## config.mk

```make
export PLATFORM = sky130hd
export DESIGN_NAME = psd_sqrt
export DESIGN_NICKNAME = d
export VERILOG_FILES = /design/src/psd_pkg.sv /design/src/psd_sqrt.sv
export SDC_FILE = /design/constraint.sdc
export NUM_CORES = 2
export LEC_CHECK = 0
export BUFFER_PORTS_ARGS = -buffer_cell sky130_fd_sc_hd__buf_2
export CORE_MARGIN = 8
export CORE_UTILIZATION = 25
export CTS_CLUSTER_SIZE = 14
export DETAILED_ROUTE_END_ITERATION = 6
export HOLD_SLACK_MARGIN = 0.06
export SETUP_SLACK_MARGIN = 0.4
export SLEW_MARGIN = 20
export SYNTH_ARGS = -nofsm -noshare
export SYNTH_HDL_FRONTEND = slang
export SYNTH_SLANG_ARGS = --single-unit
```

## constraint.sdc

```tcl
create_clock -name clk -period 5.71 [get_ports clk]
set_clock_uncertainty 0.15 [all_clocks]
set_input_delay 1.713 -clock clk [delete_from_list [all_inputs] [get_ports clk]]
set_output_delay 1.713 -clock clk [all_outputs]
set_load 0.01 [all_outputs]
```

## src/psd_pkg.sv

```systemverilog
package psd_pkg;

  localparam int COORD_W    = 32;
  localparam int DIFF_W     = 33;   // difference of two coordinates
  localparam int PROD_W     = 66;   // product of two differences
  localparam int SUM_W      = 68;   // sum of three products, signed
  localparam int CROSS_W    = 65;   // magnitude of one cross component
  localparam int SQ_W       = 130;  // square of one cross component
  localparam int NUM_W      = 132;  // dividend of the distance ratio
  localparam int DEN_W      = 66;   // divisor of the distance ratio
  localparam int QUO_W      = 66;   // squared distance, integer part
  localparam int ROOT_W     = 33;   // distance root
  localparam int REM_W      = 35;   // root remainder
  localparam int DIST_W     = 34;
  localparam int DIV_STEPS  = QUO_W;
  localparam int SQRT_STEPS = ROOT_W;

  typedef enum logic [1:0] {
    REGION_DEGEN    = 2'd0,
    REGION_INTERIOR = 2'd1,
    REGION_START    = 2'd2,
    REGION_END      = 2'd3
  } psd_region_t;

  typedef struct packed {
    logic signed [COORD_W-1:0] query_x;
    logic signed [COORD_W-1:0] query_y;
    logic signed [COORD_W-1:0] query_z;
    logic signed [COORD_W-1:0] start_x;
    logic signed [COORD_W-1:0] start_y;
    logic signed [COORD_W-1:0] start_z;
    logic signed [COORD_W-1:0] end_x;
    logic signed [COORD_W-1:0] end_y;
    logic signed [COORD_W-1:0] end_z;
  } psd_req_t;

  typedef struct packed {
    logic [DIST_W-1:0] distance;
    logic [1:0]        region;
  } psd_rsp_t;

  typedef struct packed {
    logic [NUM_W-1:0] num;
    logic [DEN_W-1:0] den;
    psd_region_t      region;
  } psd_frac_t;

  typedef struct packed {
    logic [QUO_W-1:0] quo;
    psd_region_t      region;
  } psd_quo_t;

endpackage

```

## src/psd_sqrt.sv

```systemverilog
module psd_sqrt (
  input  logic              clk,
  input  logic              rst,
  input  logic              en,
  input  logic              in_valid,
  input  psd_pkg::psd_quo_t quo,
  output logic              out_valid,
  output psd_pkg::psd_rsp_t rsp
);
  import psd_pkg::*;

  logic              valid  [SQRT_STEPS+1];
  logic [REM_W-1:0]  rem    [SQRT_STEPS+1];
  logic [ROOT_W-1:0] root   [SQRT_STEPS+1];
  logic [QUO_W-1:0]  x      [SQRT_STEPS+1];
  psd_region_t       region [SQRT_STEPS+1];

  assign valid[0]  = in_valid;
  assign rem[0]    = '0;
  assign root[0]   = '0;
  assign x[0]      = quo.quo;
  assign region[0] = quo.region;

  for (genvar k = 0; k < SQRT_STEPS; k++) begin : g_step
    logic [REM_W+1:0] cur;
    logic [REM_W+1:0] trial;
    logic [REM_W+1:0] diff;
    logic             ge;

    assign cur   = {rem[k], x[k][QUO_W-1:QUO_W-2]};
    assign trial = (REM_W+2)'({root[k], 2'b01});
    assign diff  = cur - trial;
    assign ge    = cur >= trial;

    always_ff @(posedge clk) begin
      if (rst) begin
        valid[k+1] <= 1'b0;
      end else if (en) begin
        valid[k+1] <= valid[k];
      end
    end

    always_ff @(posedge clk) begin
      if (en) begin
        rem[k+1]    <= ge ? diff[REM_W-1:0] : cur[REM_W-1:0];
        root[k+1]   <= {root[k][ROOT_W-2:0], ge};
        x[k+1]      <= {x[k][QUO_W-3:0], 2'b00};
        region[k+1] <= region[k];
      end
    end
  end

  assign out_valid    = valid[SQRT_STEPS];
  assign rsp.distance = DIST_W'(root[SQRT_STEPS]);
  assign rsp.region   = region[SQRT_STEPS];

endmodule

```

==> metrics.json <==
{
  "run_status": {"value": "finished, final reports clean"},
  "drt-initial-drc-count": {"value": 4627},
  "post_cts_setup_inserts": {"value": 0},
  "hp-class": {"value": "reg2reg"},
  "vias_in_the_first_global_route": {"value": 76400},
  "ctsRootBufferMaster": {"value": "clkbuf_16"},
  "finalNetCount": {"value": 11000},
  "syn_to_final_growth": {"value": 15.5, "unit": "%"},
  "crit_path_max_incr_delay": {"value": 810, "unit": "ps"},
  "die-height": {"value": 734, "unit": "um"},
  "antenna_nets_post_route": {"value": 0},
  "cell_area_after_synthesis": {"value": 129000, "unit": "um2"},
  "period_share": {"value": 78.6, "unit": "%"},
  "timing.reg2reg.worst_path_depth": {"value": 10},
  "gpl.final_weighted_congestion": {"value": 0.886},
  "met1_global_route_usage": {"value": 10.9, "unit": "%"},
  "chip_width": {"value": 734, "unit": "um"},
  "grt_max_degree": {"value": 135},
  "numPortBuffers": {"value": 107},
  "worst_slack_on_hold_paths": {"value": 181, "unit": "ps"},
  "timing.hold.worst_path_depth": {"value": 0},
  "route.vias.total": {"value": 76200},
  "yosysUniqueCellTypes": {"value": 97},
  "dp.final_hpwl": {"value": 189000, "unit": "um"},
  "post_cts_resized": {"value": 0},
  "layout_min_cycle_time": {"value": 4490, "unit": "ps"},
  "rr_startpoint": {"value": "g_step[11].cur[22]"},
  "synth_ff_type": {"value": "edfxtp_1"},
  "drt_pass1_iterations": {"value": 7},
  "gr-usage-met2": {"value": 16.9, "unit": "%"},
  "final.fill_count": {"value": 51800},
  "gr-max-usage-layer": {"value": "met2"},
  "vdd_ir_drop_max": {"value": 0.000278, "unit": "V"},
  "max_capacitance_violation_count": {"value": 0},
  "cells_after_synthesis": {"value": 10000},
  "worst_path_most_repeated_cell": {"value": "nand3_1"},
  "pre_cts_ws": {"value": 1280, "unit": "ps"},
  "crit_path_top_delay_cell": {"value": "nor4b_1"},
  "hold_end": {"value": "x[1103]"},
  "rsz0062_at_grt": {"value": "no"},
  "drc": {"value": 0},
  "die_area": {"value": 539000, "unit": "um2"},
  "hold_buffers": {"value": 0},
  "cts_tree": {"value": "yes"},
  "hold_viol_final": {"value": 0},
  "async_flop_share": {"value": 0, "unit": "%"},
  "rr_endpoint": {"value": "g_step[12].cur[36]"},
  "synth_edf_count": {"value": 2750},
  "total_area_of_multi_input_combinational_cells": {"value": 42000, "unit": "um2"},
  "final_report_setup_violation_count": {"value": 0},
  "regArea": {"value": 83200, "unit": "um2"},
  "critPathCaptureType": {"value": "register"},
  "io_pins": {"value": 109},
  "synth_largest_type_area_fraction": {"value": 64.1, "unit": "%"},
  "globalRoute.totalOverflow": {"value": 0},
  "crit_path_start_kind": {"value": "register"},
  "post-place-cells": {"value": 16800},
  "crit_chain": {"value": "or3_1, or4_1, nor4b_1, a41o_1, nor2_1, nand3_1, buf_4, nor4b_2, nand3_1, xnor2_1"},
  "max-slew-margin-rel": {"value": 25.9, "unit": "%"},
  "p_per_area": {"value": 400, "unit": "nW/um2"},
  "totalWireLength": {"value": 263000, "unit": "um"},
  "finalNonFillerCells": {"value": 17400},
  "clock_latency": {"value": 950, "unit": "ps"},
  "transition_time_of_the_tightest_slew_check_pin": {"value": 1100, "unit": "ps"},
  "static-leakage-power": {"value": 55.0, "unit": "nW"},
  "coreArea": {"value": 513000, "unit": "um2"},
  "cp_required": {"value": 6160, "unit": "ps"},
  "globalRouteMet3Util": {"value": 1.62, "unit": "%"},
  "wire_length_of_the_first_global_routing_pass": {"value": 415000, "unit": "um"},
  "h-tree-depth": {"value": 5},
  "finalWorstSetupSlack": {"value": 1220, "unit": "ps"},
  "antenna_found_initial": {"value": 7},
  "ys_seq_area_share": {"value": 64.6, "unit": "%"},
  "synth_area_leaders": {"value": "edfxtp_1 (64%), ha_1 (5.8%), xor2_1 (3.1%)"},
  "globalRouteTotalUtil": {"value": 9.32, "unit": "%"},
  "ys.warnings.count": {"value": 0},
  "worst-endpoint-arrival": {"value": 4940, "unit": "ps"},
  "postSynthAreaPerCell": {"value": 12.8, "unit": "um2"},
  "initial_utilization": {"value": 25.1, "unit": "%"},
  "clkSlewWorstSetupHoldPaths": {"value": 60, "unit": "ps"},
  "post_route_cells_drive_above_1_share": {"value": 7.77, "unit": "%"},
  "clock-sinks": {"value": 2783},
  "path_class": {"value": "reg2reg"},
  "hp-start": {"value": "x[1167]"},
  "fp-row-count": {"value": 263},
  "wl_per_cell": {"value": 15.1, "unit": "um"},
  "post-route-util": {"value": 29.0, "unit": "%"},
  "ctsLongestPathBuffers": {"value": 4},
  "fmax": {"value": 223, "unit": "MHz"},
  "yosys_register_bits": {"value": 2783},
  "cts_inserted_buffers": {"value": 321},
  "yosys.area.top_type": {"value": "edfxtp_1"},
  "vias_per_cell": {"value": 4.39},
  "rrSetupSlack": {"value": 1220, "unit": "ps"},
  "critical_path_peak_fanout": {"value": 30},
  "final-max-slew-violation-count": {"value": 0},
  "final.setup.tns": {"value": 0, "unit": "ps"}
}
-- kinds of logic after synthesis --
group | count (synthesis) | synth area share, %
XOR/XNOR | 911 | 6.19
buffers and inverters | 1002 | 2.94
adder cells (fa/ha/maj) | 596 | 5.78
AO/OA/AOI/OAI | 2008 | 9.56
multiplexers | 106 | 0.882
flip-flops | 2783 | 64.6
AND/OR/NAND/NOR | 2637 | 10.1
other | 1 | 0.00291
-- critical path, delay by kind of cell, from the launching register on --
kind	cells	cell delay, ps
compound gates	1	330
xor+xnor	1	170
buf+inv	1	310
flops	1	430
simple gates	7	2770
-- cell usage after synthesis, types with 37 or more instances --
cell type and n:
or2_2 37, nand2b_1 116, nor3_1 238, xnor2_1 454, mux2_2 59, inv_1 769
nand4_1 103, o21ai_0 526, or4_1 75, a21o_1 235, o21bai_1 61, xor2_1 457
nand2_1 735, clkbuf_1 191, o31ai_1 53, nor2_1 631, ha_1 596, or3_1 102
a21oi_1 649, a31oi_1 56, nand3_1 156, o21a_1 99, and3_1 56, nor4_1 145
a211oi_1 51, nor2b_1 80, edfxtp_1 2750, mux2i_1 45
-- how the worst max path moves through the flow --
stage	start	to	slack (ps)
5_1_grt	g_step[4].cur[2]	g_step[5].cur[33]	910
6_report	g_step[11].cur[22]	g_step[12].cur[36]	1220
3_3_place_gp	g_step[12].cur[24]	g_step[13].cur[27]	1300
4_1_cts	g_step[12].cur[11]	g_step[13].cur[28]	1230
3_5_place_dp	g_step[12].cur[11]	g_step[13].cur[28]	1280
2_1_floorplan	g_step[28].cur[3]	g_step[29].cur[33]	2170
-- flip-flops by register name, indices dropped and copies added (netlist names) --
name / count
g_step.cur: 1131
x: 992
g_step.trial: 528
region: 64
rsp: 35
valid: 32
out_valid: 1
-- final cells by class --
type                            instances  share of cell area, %
Sequential cell                      2783                   55.9
Multi-Input combinational cell       6260                   28.2
Tap cell                             6757                   5.68
Clock buffer                          382                   5.58
Inverter                              776                   1.96
Clock inverter                        199                   1.58
Timing Repair Buffer                  215                   1.13
Antenna cell                            2                0.00336
-- stage by stage --
step	total power, W	area (um2)
6_report	0.0595	149000
5_1_grt	0.0626	149000
4_1_cts	0.0603	149000
3_5_place_dp	0.0393	138000
3_3_place_gp	0.0392	138000
2_1_floorplan	0.0357	129000
-- placed cells by master, fill, tap and decap left out, types with 43 or more instances in the layout --
master	instances
and3_1	56
nor2b_1	80
mux2_2	59
or4_1	75
mux2i_1	45
o21bai_1	60
nor4_1	143
nand2b_1	116
clkinv_1	67
o21a_1	99
clkinv_2	43
clkbuf_16	323
nand2_1	735
edfxtp_1	2750
a211oi_1	50
clkbuf_1	59
nor2_1	631
nand4_1	103
a21o_1	235
xor2_1	457
inv_1	769
or3_1	101
a31oi_1	56
o31ai_1	52
nand3_1	156
ha_1	596
a21oi_1	648
xnor2_1	454
buf_4	82
nor3_1	238
buf_2	106
o21ai_0	525
-- power breakdown --
group | switching (W) | total [W] | internal, W
combinational | 0.00676 | 0.0115 | 0.00479
sequential | 0.00165 | 0.0274 | 0.0257
clock | 0.00847 | 0.0206 | 0.0121
-- layer usage --
layer | share of wire, % | vias to the layer above
met1 | 42 | 36400
li1 | - | 37800
met3 | 4.2 | 575
met5 | 0 | -
met2 | 50 | 1504
met4 | 4.0 | 0
Note: power is estimated with default switching activity, not from simulation.
